===== src/hw/rtl/cau_pkg.sv =====
// ----------------------------------------------------------------------------
// cau_pkg
// Types, codes and rounding helpers shared by the complex arithmetic unit.
// ----------------------------------------------------------------------------
package cau_pkg;

    localparam logic [2:0] KIND_ADD  = 3'd0;
    localparam logic [2:0] KIND_SUB  = 3'd1;
    localparam logic [2:0] KIND_MUL  = 3'd2;
    localparam logic [2:0] KIND_DIV  = 3'd3;
    localparam logic [2:0] KIND_POW  = 3'd4;
    localparam logic [2:0] KIND_COPY = 3'd5;

    localparam logic signed [31:0] Q_ONE = 32'sh0001_0000;

    // Quotient bits produced per lane: 32 integer bits plus 16 fraction bits
    // plus one extra bit used for rounding.
    localparam int QBITS = 49;
    localparam int FRAC_EXTRA = 17;

    typedef enum logic [2:0] {
        ACC_NONE,
        ACC_RE_ADD,
        ACC_RE_SUB,
        ACC_IM_ADD,
        ACC_IM_SUB,
        ACC_DEN_ADD
    } acc_t;

    typedef struct packed {
        logic clear;
        logic issue;
        acc_t tgt;
    } mac_ctl_t;

    typedef struct packed {
        logic              sat;
        logic signed [31:0] val;
    } sat_t;

    typedef enum logic [3:0] {
        ST_IDLE,
        ST_ALU,
        ST_MAC,
        ST_MRND,
        ST_DCHK,
        ST_DWAIT,
        ST_DRND,
        ST_PLOOP,
        ST_DONE
    } st_t;

    // Clip a sign/magnitude value to the signed 32-bit range.
    function automatic sat_t sat_sm(input logic neg, input logic [48:0] mag);
        sat_t r;
        r.sat = 1'b0;
        if (neg)
        begin
            if (mag > 49'h0_8000_0000)
            begin
                r.sat = 1'b1;
                r.val = 32'sh8000_0000;
            end
            else
            begin
                r.val = -$signed(mag[31:0]);
            end
        end
        else
        begin
            if (mag > 49'h0_7FFF_FFFF)
            begin
                r.sat = 1'b1;
                r.val = 32'sh7FFF_FFFF;
            end
            else
            begin
                r.val = $signed(mag[31:0]);
            end
        end
        return r;
    endfunction

    function automatic sat_t clip33(input logic signed [32:0] s);
        sat_t r;
        r.sat = 1'b0;
        r.val = s[31:0];
        if (s > 33'sh0_7FFF_FFFF)
        begin
            r.sat = 1'b1;
            r.val = 32'sh7FFF_FFFF;
        end
        else if (s < -33'sh0_8000_0000)
        begin
            r.sat = 1'b1;
            r.val = 32'sh8000_0000;
        end
        return r;
    endfunction

    // Round a Q32.32 product sum to Q16.16, ties away from zero.
    function automatic sat_t rnd_mul(input logic signed [64:0] acc);
        logic        neg;
        logic [64:0] mag;
        logic [63:0] t;
        neg = acc[64];
        mag = neg ? 65'(-acc) : 65'(acc);
        t   = mag[63:0] + 64'd32768;
        return sat_sm(neg, {1'b0, t[63:16]});
    endfunction

    // Round a quotient carrying one extra fraction bit; overflow saturates.
    function automatic sat_t rnd_div(input logic neg, input logic ovf,
                                     input logic [QBITS-1:0] q);
        logic [QBITS:0] t;
        t = {1'b0, q} + {{QBITS{1'b0}}, 1'b1};
        if (ovf)
        begin
            return sat_sm(neg, 49'h1_0000_0000_0000);
        end
        return sat_sm(neg, t[QBITS:1]);
    endfunction

endpackage


===== src/hw/rtl/cau_mac.sv =====
// ----------------------------------------------------------------------------
// cau_mac
// Shared 32x32 multiplier with registered product and three accumulators.
// ----------------------------------------------------------------------------
module cau_mac
(
    input  logic               clk,
    input  logic               rst_n,
    input  cau_pkg::mac_ctl_t  ctl,
    input  logic signed [31:0] op_a,
    input  logic signed [31:0] op_b,
    output logic signed [64:0] acc_re,
    output logic signed [64:0] acc_im,
    output logic [63:0]        acc_den
);

    logic signed [63:0] prod_reg;
    cau_pkg::acc_t      tgt_reg;
    logic signed [64:0] acc_re_reg;
    logic signed [64:0] acc_re_next;
    logic signed [64:0] acc_im_reg;
    logic signed [64:0] acc_im_next;
    logic [63:0]        acc_den_reg;
    logic [63:0]        acc_den_next;
    logic signed [64:0] prod_ext;

    assign prod_ext = {prod_reg[63], prod_reg};

    always_ff @(posedge clk or negedge rst_n)
    begin
        if (!rst_n)
        begin
            tgt_reg <= cau_pkg::ACC_NONE;
        end
        else
        begin
            tgt_reg <= ctl.issue ? ctl.tgt : cau_pkg::ACC_NONE;
        end
    end

    always_ff @(posedge clk)
    begin
        if (ctl.issue)
        begin
            prod_reg <= op_a * op_b;
        end
        acc_re_reg  <= acc_re_next;
        acc_im_reg  <= acc_im_next;
        acc_den_reg <= acc_den_next;
    end

    always_comb
    begin
        acc_re_next  = acc_re_reg;
        acc_im_next  = acc_im_reg;
        acc_den_next = acc_den_reg;
        case (tgt_reg)
            cau_pkg::ACC_RE_ADD:  acc_re_next  = acc_re_reg + prod_ext;
            cau_pkg::ACC_RE_SUB:  acc_re_next  = acc_re_reg - prod_ext;
            cau_pkg::ACC_IM_ADD:  acc_im_next  = acc_im_reg + prod_ext;
            cau_pkg::ACC_IM_SUB:  acc_im_next  = acc_im_reg - prod_ext;
            cau_pkg::ACC_DEN_ADD: acc_den_next = acc_den_reg + prod_reg;
            default:              acc_re_next  = acc_re_reg;
        endcase
        if (ctl.clear)
        begin
            acc_re_next  = '0;
            acc_im_next  = '0;
            acc_den_next = '0;
        end
    end

    assign acc_re  = acc_re_reg;
    assign acc_im  = acc_im_reg;
    assign acc_den = acc_den_reg;

    // a clear must never drop a product still in flight
    a_clear_idle: assert property (@(posedge clk) disable iff (!rst_n)
        ctl.clear |-> tgt_reg == cau_pkg::ACC_NONE)
        else $error("accumulator cleared with product pending");

endmodule


===== config.mk =====
export PLATFORM = sky130hd
export DESIGN_NAME = cau_mac
export DESIGN_NICKNAME = d
export VERILOG_FILES = /design/src/hw/rtl/cau_pkg.sv /design/src/hw/rtl/cau_mac.sv
export SDC_FILE = /design/constraint.sdc
export NUM_CORES = 2
export LEC_CHECK = 0
export ABC_AREA = 1
export BUFFER_PORTS_ARGS = -buffer_cell sky130_fd_sc_hd__buf_2
export CAP_MARGIN = 5
export CORE_MARGIN = 10
export CORE_UTILIZATION = 31
export CTS_CLUSTER_DIAMETER = 150
export CTS_CLUSTER_SIZE = 25
export DETAILED_ROUTE_END_ITERATION = 10
export HOLD_SLACK_MARGIN = 0.1
export PLACE_DENSITY = 0.58
export RECOVER_POWER = 100
export SYNTH_ARGS = -nofsm -noshare
export SYNTH_HDL_FRONTEND = slang
export SYNTH_SLANG_ARGS = --single-unit

===== constraint.sdc =====
create_clock -name clk -period 10.2 [get_ports clk]
set_input_delay 2.04 -clock clk [delete_from_list [all_inputs] [get_ports clk]]
set_output_delay 2.04 -clock clk [all_outputs]
set_load 0.01 [all_outputs]

==> results.py <==
metrics = {
    "route": {
        "vias": 60294,
        "ant_nets": 0,
        "drc_errors": 0,
        "drt_iter0_markers": 5353,
        "viasPerCell": 4.892,
        "drtPass1Iterations": 7,
        "wl_per_cell_um": 20.63,
        "wirelength_um": 254300,
    },
    "sta": {
        "rsz0062_at_grt": "no",
        "fmax_ghz": 0.1054,
        "slew_headroom_pct": -176.5,
        "fin_crit_sh_pct": 93.05,
        "finalWorstSetupSlack_ps": 708.6,
        "finalCriticalPeriod_ps": 9491,
        "tightest_slew_ps": 4147,
        "hold_viol_final": 0,
        "final-max-slew-violation-count": 266,
        "setup_viol": 0,
        "fin_tns_setup_ps": 0,
        "skew_ps": 28.55,
    },
    "floorplan": {
        "coreArea_sq_um": 209200,
        "ios": 265,
        "start_util_pct": 31.10,
        "dieArea_sq_um": 228500,
        "rows": 168,
        "die_w_um": 478.0,
        "die_y_um": 478.0,
    },
    "setup_path": {
        "cp_slowest_stage_delay_ps": 820,
        "crit_arrival_ps": 9830,
        "end_kind": "register",
        "crit_required_ps": 10540,
        "crit_family": "adder cells",
        "start_kind": "input pin",
        "crit_buf_inv": 7,
        "path_class": "in2reg",
        "crit_path_frequent_cell": "fa_1",
        "critical_path.slowest_cell": "nor4_1",
        "critPathMaxFanout": 21,
    },
    "place": {
        "dp.cells": 12300,
        "placed_area_sq_um": 69570,
        "port_buffers": 264,
        "dpl_worst_slack_ps": 126.1,
        "dp_hpwl_um": 219300,
        "gp_congestion": 0.9732,
    },
    "synthesis": {
        "synth_common_cells": "inv_1 (2448), nand2_1 (2414), fa_1 (1085)",
        "synth-edff-count": 64,
        "ys_seq_area_share_pct": 9.042,
        "synth_area_sq_um": 65040,
        "yosys-top-cells-area": "fa_1 (33%), inv_1 (14%), nand2_1 (14%), ha_1 (7.2%), dfxtp_1 (6.0%)",
        "async_flop_share_pct": 1.149,
        "yosysWarnings": 0,
        "yosysTopAreaCellShare_pct": 33.40,
        "ys_seq_elements": 261,
        "synthMostInstantiatedCell": "inv_1",
        "synth.largest_area_cell": "fa_1",
        "avgSynthCellArea_sq_um": 6.906,
        "synth_fp_nets": 10950,
        "syn_inst": 9418,
        "synth_ff_type": "dfxtp_1",
        "yosysUniqueCellTypes": 45,
    },
    "cts": {
        "cts_tree": "done",
        "ctsResizeCount": 0,
        "clkSlewWorstSetupHoldPaths_ps": 110,
        "cts-buffers-inserted": 15,
        "cts_root_buffer": "clkbuf_16",
        "clk_path_buf_depth": 3,
        "hold_buffers": 0,
        "h-tree-depth": 1,
        "postCtsSetupRepairBufs": 0,
        "clk_latency_ps": 600,
        "cts.sinks": 261,
    },
    "global_routing": {
        "grt_pass1_wl_um": 383100,
        "grt_max_degree": 108,
        "overflow": 0,
        "grt_pass1_vias": 61308,
        "track_usage_pct": 21.62,
        "antenna_found_initial": 12,
    },
    "finish": {
        "final_cells": 12326,
        "drive_gt1_share_pct": 2.406,
        "nets": 11044,
        "final_area_sq_um": 69720,
        "area_growth_pct": 7.201,
    },
    "run": {
        "cap_violations": 4,
    },
    "run_status": {
        "violations": "capacitance limit, slew limit",
        "status": "finished, violations left",
    },
    "hold_path": {
        "hold_class": "reg2reg",
    },
}
[kinds of logic (layout without fill, tap and decap cells)]
group	count (synthesis)	count (layout)	synth area share, %
and+or+nand+nor	3690	3690	22.87
buffers and inverters	2733	2833	15.79
adders and majority gates	1461	1461	40.63
AOI/OAI and AO/OA	1106	1106	9.417
DFF	261	261	9.042
xor gates and xnor gates	167	167	2.249
other	0	3	0
[area by class of cell]
type | count | area (sq um)
fill | 22813 | 139400
multi-input combinational | 6424 | 48870
inverter | 2453 | 9210
sequential | 261 | 5881
tap | 2805 | 3510
timing repair buffer | 357 | 1788
clock buffer | 16 | 379.1
clock inverter | 7 | 72.57
antenna | 3 | 7.507
[layout by cell type, fill, tap and decap left out, types with 15 or more instances in the layout]
cell       instances
nand3_1          367
xnor2_1           31
inv_1           2447
edfxtp_1          64
clkbuf_1         204
nand4_1           57
nor3_1            62
o21bai_1         124
clkbuf_16         15
buf_4             84
o21ai_0          478
xor2_1           136
nor2_1           698
o211ai_1          21
dfxtp_1          194
a21o_1            17
nand2_1         2411
nor4_1            26
a21oi_1          384
buf_2             66
or2_2             25
ha_1             376
fa_1            1085
o21a_1            38
[through the flow]
step | utilization, % | hold slack (ps)
after floorplan | - | 507.1
after global placement | 33.26 | 546.8
after detailed placement | 33.26 | 560.1
after CTS | 33.48 | 580.7
after global routing | 33.33 | 614.4
final | 33.33 | 582.5
[routing by layer]
| metal | GRT usage [%] | part of all wire, % | vias to the layer above |
|---|---|---|---|
| met5 | 0 | 0.020 | - |
| met4 | 6.633 | 3.6 | 8 |
| met3 | 2.294 | 7.1 | 335 |
| met2 | 34.93 | 45 | 2406 |
| met1 | 30.32 | 45 | 29400 |
| li1 | - | - | 28145 |
[worst reg2reg max path, delay by kind of cell (launching register included)]
kind	cells	cell delay [ps]
and+or+nand+nor	17	3170
AOI/OAI and AO/OA	4	1080
DFF	1	710
adders and majority gates	1	530
buffers and inverters	3	290
[worst paths after layout]
path                                          from                 endpoint  slack [ps]  cells past startpoint
min in group asynchronous                    rst_n     tgt_reg[2]$_DFF_PN0_        1260                      1
hold reg to reg            acc_den[2]$_SDFFE_PP0N_  acc_den[2]$_SDFFE_PP0N_         580                      2
hold / removal             acc_den[2]$_SDFFE_PP0N_  acc_den[2]$_SDFFE_PP0N_         580                      2
max in group asynchronous                    rst_n     tgt_reg[0]$_DFF_PN0_        8790                      1
setup reg to reg             prod_reg[0]$_DFFE_PP_  acc_im[58]$_SDFFE_PP0P_        4340                     25
setup / recovery                           op_b[8]   prod_reg[53]$_DFFE_PP_         710                     26
Power is left out: the tool's default activity adds up to more than one toggle a clock period on the data nets, which glitch-free logic cannot reach.
