--- config.mk ---
export PLATFORM = sky130hd
export DESIGN_NAME = cau_div
export DESIGN_NICKNAME = d
export VERILOG_FILES = /design/src/hw/rtl/cau_pkg.sv /design/src/hw/rtl/cau_div.sv
export SDC_FILE = /design/constraint.sdc
export NUM_CORES = 1
export LEC_CHECK = 0
export BUFFER_PORTS_ARGS = -buffer_cell sky130_fd_sc_hd__buf_2
export CAP_MARGIN = 20
export CORE_ASPECT_RATIO = 0.7
export CORE_UTILIZATION = 50
export CTS_BUF_LIST = sky130_fd_sc_hd__clkbuf_4
export DETAILED_ROUTE_END_ITERATION = 8
export HOLD_SLACK_MARGIN = 0.06
export PLACE_DENSITY = 0.74
export SLEW_MARGIN = 20
export SYNTH_ARGS = -nofsm -noshare
export SYNTH_HDL_FRONTEND = slang
export SYNTH_SLANG_ARGS = --single-unit
--- constraint.sdc ---
create_clock -name clk -period 15 [get_ports clk]
set_input_delay 2.25 -clock clk [delete_from_list [all_inputs] [get_ports clk]]
set_output_delay 2.25 -clock clk [all_outputs]
set_load 0.03 [all_outputs]
--- src/hw/rtl/cau_pkg.sv ---
// ----------------------------------------------------------------------------
// cau_pkg
// Types, codes and rounding helpers shared by the complex arithmetic unit.
// ----------------------------------------------------------------------------
package cau_pkg;

    localparam logic [2:0] KIND_ADD  = 3'd0;
    localparam logic [2:0] KIND_SUB  = 3'd1;
    localparam logic [2:0] KIND_MUL  = 3'd2;
    localparam logic [2:0] KIND_DIV  = 3'd3;
    localparam logic [2:0] KIND_POW  = 3'd4;
    localparam logic [2:0] KIND_COPY = 3'd5;

    localparam logic signed [31:0] Q_ONE = 32'sh0001_0000;

    // Quotient bits produced per lane: 32 integer bits plus 16 fraction bits
    // plus one extra bit used for rounding.
    localparam int QBITS = 49;
    localparam int FRAC_EXTRA = 17;

    typedef enum logic [2:0] {
        ACC_NONE,
        ACC_RE_ADD,
        ACC_RE_SUB,
        ACC_IM_ADD,
        ACC_IM_SUB,
        ACC_DEN_ADD
    } acc_t;

    typedef struct packed {
        logic clear;
        logic issue;
        acc_t tgt;
    } mac_ctl_t;

    typedef struct packed {
        logic              sat;
        logic signed [31:0] val;
    } sat_t;

    typedef enum logic [3:0] {
        ST_IDLE,
        ST_ALU,
        ST_MAC,
        ST_MRND,
        ST_DCHK,
        ST_DWAIT,
        ST_DRND,
        ST_PLOOP,
        ST_DONE
    } st_t;

    // Clip a sign/magnitude value to the signed 32-bit range.
    function automatic sat_t sat_sm(input logic neg, input logic [48:0] mag);
        sat_t r;
        r.sat = 1'b0;
        if (neg)
        begin
            if (mag > 49'h0_8000_0000)
            begin
                r.sat = 1'b1;
                r.val = 32'sh8000_0000;
            end
            else
            begin
                r.val = -$signed(mag[31:0]);
            end
        end
        else
        begin
            if (mag > 49'h0_7FFF_FFFF)
            begin
                r.sat = 1'b1;
                r.val = 32'sh7FFF_FFFF;
            end
            else
            begin
                r.val = $signed(mag[31:0]);
            end
        end
        return r;
    endfunction

    function automatic sat_t clip33(input logic signed [32:0] s);
        sat_t r;
        r.sat = 1'b0;
        r.val = s[31:0];
        if (s > 33'sh0_7FFF_FFFF)
        begin
            r.sat = 1'b1;
            r.val = 32'sh7FFF_FFFF;
        end
        else if (s < -33'sh0_8000_0000)
        begin
            r.sat = 1'b1;
            r.val = 32'sh8000_0000;
        end
        return r;
    endfunction

    // Round a Q32.32 product sum to Q16.16, ties away from zero.
    function automatic sat_t rnd_mul(input logic signed [64:0] acc);
        logic        neg;
        logic [64:0] mag;
        logic [63:0] t;
        neg = acc[64];
        mag = neg ? 65'(-acc) : 65'(acc);
        t   = mag[63:0] + 64'd32768;
        return sat_sm(neg, {1'b0, t[63:16]});
    endfunction

    // Round a quotient carrying one extra fraction bit; overflow saturates.
    function automatic sat_t rnd_div(input logic neg, input logic ovf,
                                     input logic [QBITS-1:0] q);
        logic [QBITS:0] t;
        t = {1'b0, q} + {{QBITS{1'b0}}, 1'b1};
        if (ovf)
        begin
            return sat_sm(neg, 49'h1_0000_0000_0000);
        end
        return sat_sm(neg, t[QBITS:1]);
    endfunction

endpackage

--- src/hw/rtl/cau_div.sv ---
// ----------------------------------------------------------------------------
// cau_div
// Two-lane restoring divider, one quotient bit per lane each cycle.
// ----------------------------------------------------------------------------
module cau_div
(
    input  logic                       clk,
    input  logic                       rst_n,
    input  logic                       start,
    input  logic [63:0]                num_re,
    input  logic [63:0]                num_im,
    input  logic [63:0]                den,
    output logic                       done,
    output logic [cau_pkg::QBITS-1:0]  q_re,
    output logic [cau_pkg::QBITS-1:0]  q_im,
    output logic                       ovf_re,
    output logic                       ovf_im
);

    localparam int CW = $clog2(cau_pkg::QBITS + 1);

    logic [63:0]               den_reg;
    logic [63:0]               rem_reg  [2];
    logic [cau_pkg::QBITS-1:0] bits_reg [2];
    logic [cau_pkg::QBITS-1:0] q_reg    [2];
    logic                      ovf_reg  [2];
    logic [CW-1:0]             cnt_reg;
    logic                      run_reg;
    logic                      done_reg;
    logic [63:0]               num      [2];
    logic [64:0]               trial    [2];

    assign num[0] = num_re;
    assign num[1] = num_im;

    always_comb
    begin
        for (int l = 0; l < 2; l++)
        begin
            trial[l] = {rem_reg[l], bits_reg[l][cau_pkg::QBITS-1]};
        end
    end

    always_ff @(posedge clk or negedge rst_n)
    begin
        if (!rst_n)
        begin
            run_reg  <= 1'b0;
            done_reg <= 1'b0;
            cnt_reg  <= '0;
        end
        else
        begin
            done_reg <= 1'b0;
            if (start)
            begin
                run_reg <= 1'b1;
                cnt_reg <= CW'(cau_pkg::QBITS);
            end
            else if (run_reg)
            begin
                cnt_reg <= cnt_reg - 1'b1;
                if (cnt_reg == CW'(1))
                begin
                    run_reg  <= 1'b0;
                    done_reg <= 1'b1;
                end
            end
        end
    end

    always_ff @(posedge clk)
    begin
        if (start)
        begin
            den_reg <= den;
            for (int l = 0; l < 2; l++)
            begin
                rem_reg[l]  <= {32'b0, num[l][63:32]};
                bits_reg[l] <= {num[l][31:0], {cau_pkg::FRAC_EXTRA{1'b0}}};
                q_reg[l]    <= '0;
                ovf_reg[l]  <= {32'b0, num[l]} >= {den, 32'b0};
            end
        end
        else if (run_reg)
        begin
            for (int l = 0; l < 2; l++)
            begin
                bits_reg[l] <= bits_reg[l] << 1;
                if (trial[l] >= {1'b0, den_reg})
                begin
                    rem_reg[l] <= 64'(trial[l] - {1'b0, den_reg});
                    q_reg[l]   <= {q_reg[l][cau_pkg::QBITS-2:0], 1'b1};
                end
                else
                begin
                    rem_reg[l] <= trial[l][63:0];
                    q_reg[l]   <= {q_reg[l][cau_pkg::QBITS-2:0], 1'b0};
                end
            end
        end
    end

    assign done   = done_reg;
    assign q_re   = q_reg[0];
    assign q_im   = q_reg[1];
    assign ovf_re = ovf_reg[0];
    assign ovf_im = ovf_reg[1];

    a_start_idle: assert property (@(posedge clk) disable iff (!rst_n)
        start |-> !run_reg)
        else $error("divider restarted while running");

endmodule

==> impl_results.html <==
<table>
<tr><th>Metric</th><th>Value</th></tr>
<tr><th colspan="2">Floorplanning</th></tr>
<tr><td>Initial Utilization</td><td>between 50% and 60%</td></tr>
<tr><td>Core box area</td><td>46900 µm²</td></tr>
<tr><td>Die boundary width</td><td>264 µm</td></tr>
<tr><td>I/O pins</td><td>296</td></tr>
<tr><td>Die Height</td><td>about 190 µm</td></tr>
<tr><td>Cell row count</td><td>66</td></tr>
<tr><td>Die Footprint</td><td>48900 µm²</td></tr>
<tr><th colspan="2">Placement</th></tr>
<tr><td>Sum of net half-perimeters after detailed placement</td><td>between 50000 and 60000 µm</td></tr>
<tr><td>Global placer's final weighted congestion</td><td>between 0.9 and 1</td></tr>
<tr><td>Total placed instance area</td><td>~26000 µm²</td></tr>
<tr><td>I/O Buffers</td><td>~300</td></tr>
<tr><th colspan="2">Detailed routing</th></tr>
<tr><td>Vias per inst</td><td>a little under 6</td></tr>
<tr><td>Detail-routed net length per standard cell</td><td>19.7 µm</td></tr>
<tr><td>Routed vias</td><td>~21000</td></tr>
<tr><td>Number of antenna-violating nets in the routed design</td><td>0</td></tr>
<tr><td>WL final</td><td>between 60000 and 70000 µm</td></tr>
<tr><td>Pre-Repair DR Iteration Count</td><td>6</td></tr>
<tr><td>Drc violations</td><td>0</td></tr>
<tr><td>DRT iter0 DRCs</td><td>approximately 2000</td></tr>
<tr><th colspan="2">Layout</th></tr>
<tr><td>Max reg flops</td><td>around 130</td></tr>
<tr><td>Most common library cell in the layout ignoring fill and taps</td><td>nand2_1</td></tr>
<tr><td>Fillers</td><td>approximately 4000</td></tr>
<tr><td>Fin nets</td><td>about 3200</td></tr>
<tr><td>Final Instance Area</td><td>about 27000 µm²</td></tr>
<tr><td>Layout Area Growth over Synthesis</td><td>12.8%</td></tr>
<tr><td>Leading cell types in the layout, fill and taps excluded</td><td>nand2_1, edfxtp_1, buf_2</td></tr>
<tr><td>Share of layout cells above drive strength 1</td><td>between 10% and 20%</td></tr>
<tr><th colspan="2">Worst setup path</th></tr>
<tr><td>Flop-to-flop setup slack</td><td>between 9 and 10 ns</td></tr>
<tr><td>Critical R2R Launch</td><td>rem_reg[1][21]$_DFFE_PP_</td></tr>
<tr><td>Required time reported for the critical path endpoint</td><td>between 15 and 20 ns</td></tr>
<tr><td>Worst reg2reg path depth</td><td>12</td></tr>
<tr><td>Critical path startpoint category</td><td>flop</td></tr>
<tr><td>Setup crit end kind</td><td>flop</td></tr>
<tr><td>FF-to-FF End</td><td>rem_reg[1][42]$_DFFE_PP_</td></tr>
<tr><td>Path type of the worst setup path</td><td>reg2reg</td></tr>
<tr><td>Crit path max fanout</td><td>31</td></tr>
<tr><td>Critical path arrival</td><td>5.84 ns</td></tr>
<tr><th colspan="2">Timing</th></tr>
<tr><td>Unrepaired setup endpoints after global routing</td><td>no</td></tr>
<tr><td>Transition time at the pin with the least slew margin</td><td>1.21 ns</td></tr>
<tr><td>Final setup skew</td><td>0.0920 ns</td></tr>
<tr><td>Final Hold Vio Count</td><td>0</td></tr>
<tr><td>Max transition margin</td><td>18.3%</td></tr>
<tr><td>Setup TNS after final layout</td><td>0 ns</td></tr>
<tr><td>Share of the clock period used by the worst path after layout</td><td>about a third</td></tr>
<tr><td>Final setup violation count</td><td>0</td></tr>
<tr><td>Max Slew Vio Count</td><td>0</td></tr>
<tr><td>Max frequency</td><td>approximately 0.19 GHz</td></tr>
<tr><td>Clock period minus worst slack</td><td>approximately 5.2 ns</td></tr>
<tr><th colspan="2">CTS</th></tr>
<tr><td>Postcts setup bufs</td><td>0</td></tr>
<tr><td>Number of levels in the clock H-tree</td><td>3</td></tr>
<tr><td>Worst skew pair latency</td><td>between 0.8 and 0.9 ns</td></tr>
<tr><td>Total clock buffers created by CTS</td><td>91</td></tr>
<tr><td>Gates resized, CTS repair</td><td>0</td></tr>
<tr><td>Clock transition at the register clock pins on the worst setup and hold paths after CTS</td><td>around 0.07 ns</td></tr>
<tr><td>Clock buffer depth</td><td>3</td></tr>
<tr><td>Total number of clock tree sinks</td><td>approximately 360</td></tr>
<tr><td>Clock tree from TritonCTS</td><td>yes</td></tr>
<tr><td>Hold-fix buffers at CTS</td><td>0</td></tr>
<tr><td>Clock root cell</td><td>clkbuf_4</td></tr>
<tr><th colspan="2">Run status</th></tr>
<tr><td>Status</td><td>finished clean</td></tr>
<tr><th colspan="2">Logic synthesis</th></tr>
<tr><td>Post-synth net total</td><td>approximately 2900</td></tr>
<tr><td>Count of flip-flops with a built-in enable after synthesis</td><td>around 360</td></tr>
<tr><td>Area share of the largest cell type after synthesis</td><td>~44%</td></tr>
<tr><td>Synth top area cells</td><td>edfxtp_1, ha_1, nand2_1, a21oi_1, and2_1</td></tr>
<tr><td>Cell taking the most area after synthesis</td><td>edfxtp_1</td></tr>
<tr><td>Portion of the post-synthesis area used by sequential elements</td><td>45.3%</td></tr>
<tr><td>Post-synthesis cell count</td><td>2553</td></tr>
<tr><td>Average size of a mapped cell</td><td>9.40 µm²</td></tr>
<tr><td>Number of synthesized register bits</td><td>between 300 and 400</td></tr>
<tr><td>Async set-or-reset flop fraction in the synthesized netlist</td><td>2.20%</td></tr>
<tr><td>Cell area after technology mapping</td><td>24000 µm²</td></tr>
<tr><td>Ys flop type</td><td>edfxtp_1</td></tr>
<tr><td>Synth cell types</td><td>77</td></tr>
<tr><td>Synth Warn #</td><td>0</td></tr>
<tr><th colspan="2">GRT</th></tr>
<tr><td>Grt ovf</td><td>0</td></tr>
<tr><td>GR Util All Layers</td><td>about 28%</td></tr>
<tr><td>Pin count of the biggest net entering global routing</td><td>125</td></tr>
<tr><td>First-pass GRT wire length</td><td>~110000 µm</td></tr>
<tr><td>Number of antenna violations at the first check in global routing</td><td>5</td></tr>
<tr><td>Vias in the first global route</td><td>~20000</td></tr>
<tr><th colspan="2">Power</th></tr>
<tr><td>Power density over cell area</td><td>around 170 nW/µm²</td></tr>
<tr><td>Total leakage power</td><td>between 10 and 15 nW</td></tr>
<tr><td>Worst supply voltage drop on vdd</td><td>0.000111 V</td></tr>
<tr><th colspan="2">Hold path</th></tr>
<tr><td>Launch point of the worst hold path</td><td>q_reg[1][0]$_SDFFE_PP0P_</td></tr>
<tr><td>Hold Path Stages</td><td>2</td></tr>
<tr><td>Min-Delay Endpoint</td><td>q_reg[1][0]$_SDFFE_PP0P_</td></tr>
<tr><td>Hold Crit Class</td><td>reg2reg</td></tr>
<tr><th colspan="2">Run</th></tr>
<tr><td>Max capacitance violation total</td><td>0</td></tr>
</table>
[layout make-up]
cell class	instances	area [µm²]	share of cell area (%)
multi-input cells	1943	12200	44.9
flip-flops and latches	364	10900	40.2
repair buffers	306	1570	5.78
clock buffers	137	1030	3.80
well taps	612	766	2.83
inverters	129	492	1.82
clock inverters	28	176	0.652
diodes	6	15.0	0.0554
[report_power, final]
part / internal (mW) / switching, mW
combinational: 0.856 / 1.43
clock: 0.453 / 0.437
sequential: 1.36 / 0.111
[kinds of logic after synthesis]
kind of cell / count (synthesis) / share of synthesized area [%]
muxes: 2 / 0.0834
buffers and inverters: 246 / 4.15
and+or+nand+nor: 975 / 18.8
adders and majority gates: 196 / 10.3
xor gates and xnor gates: 116 / 4.23
AOI/OAI and AO/OA: 654 / 17.1
DFF: 364 / 45.3
[cells in the mapped netlist (all sizes together), types with 19 or more instances]
library cell  count
o21ai           111
o21a             19
nand3            42
a31oi            47
a21oi           248
xor2             43
a211oi           27
inv             129
nor4             34
nand4            42
o21bai           19
xnor2            73
a21o             81
and2            110
nor2b            22
buf              29
nand2b           27
nand2           463
nor3             21
ha              194
edfxtp          355
nor2            164
clkbuf           88
[per-layer routing]
layer | wire length, µm | up-vias | track usage, %
met5 | 0 | - | 0
met4 | 1210 | 0 | 7.33
met3 | 7460 | 105 | 7.54
met2 | 28900 | 1071 | 39.4
met1 | 32000 | 10024 | 41.5
li1 | - | 9834 | -
[how the worst max path moves through the flow]
stage | end | startpoint | cells after the start
after floorplan | bits_reg[0][16]$_SDFFCE_PP0P_ | start | 3
after detailed placement | ovf_reg[0][1]$_DFFE_PP_ | den[1] | 14
after CTS | rem_reg[1][42]$_DFFE_PP_ | rem_reg[1][21]$_DFFE_PP_ | 12
final | rem_reg[1][42]$_DFFE_PP_ | rem_reg[1][21]$_DFFE_PP_ | 12
after global routing | rem_reg[1][42]$_DFFE_PP_ | den_reg[1]$_DFFE_PP_ | 13
after global placement | ovf_reg[0][1]$_DFFE_PP_ | den[1] | 14
[critical path, stage by stage, from the launching register on]
cell and delay [ns]:
edfxtp_1 0.39, ha_1 0.48, nand4_1 0.21, or3_1 0.42
or4_1 0.44, a211oi_1 0.27, nor3_1 0.18, o21ai_4 0.30
a31oi_1 0.25, o21ai_4 0.76, buf_4 0.50, nand2_1 0.42
o21ai_0 0.34
[stage by stage]
step	total power [mW]	cells	util (%)	hold WS, ns	setup slack, ns
floorplan	3.14	2553	-	0.484	6.20
global placement	3.63	3354	55.1	0.480	9.39
detailed placement	3.68	3354	55.1	0.473	9.31
CTS	4.58	3519	57.7	0.485	9.90
global route	4.94	3524	57.7	0.524	9.57
finish	4.64	3525	57.7	0.484	9.80
(Power assumes the default switching activity.)
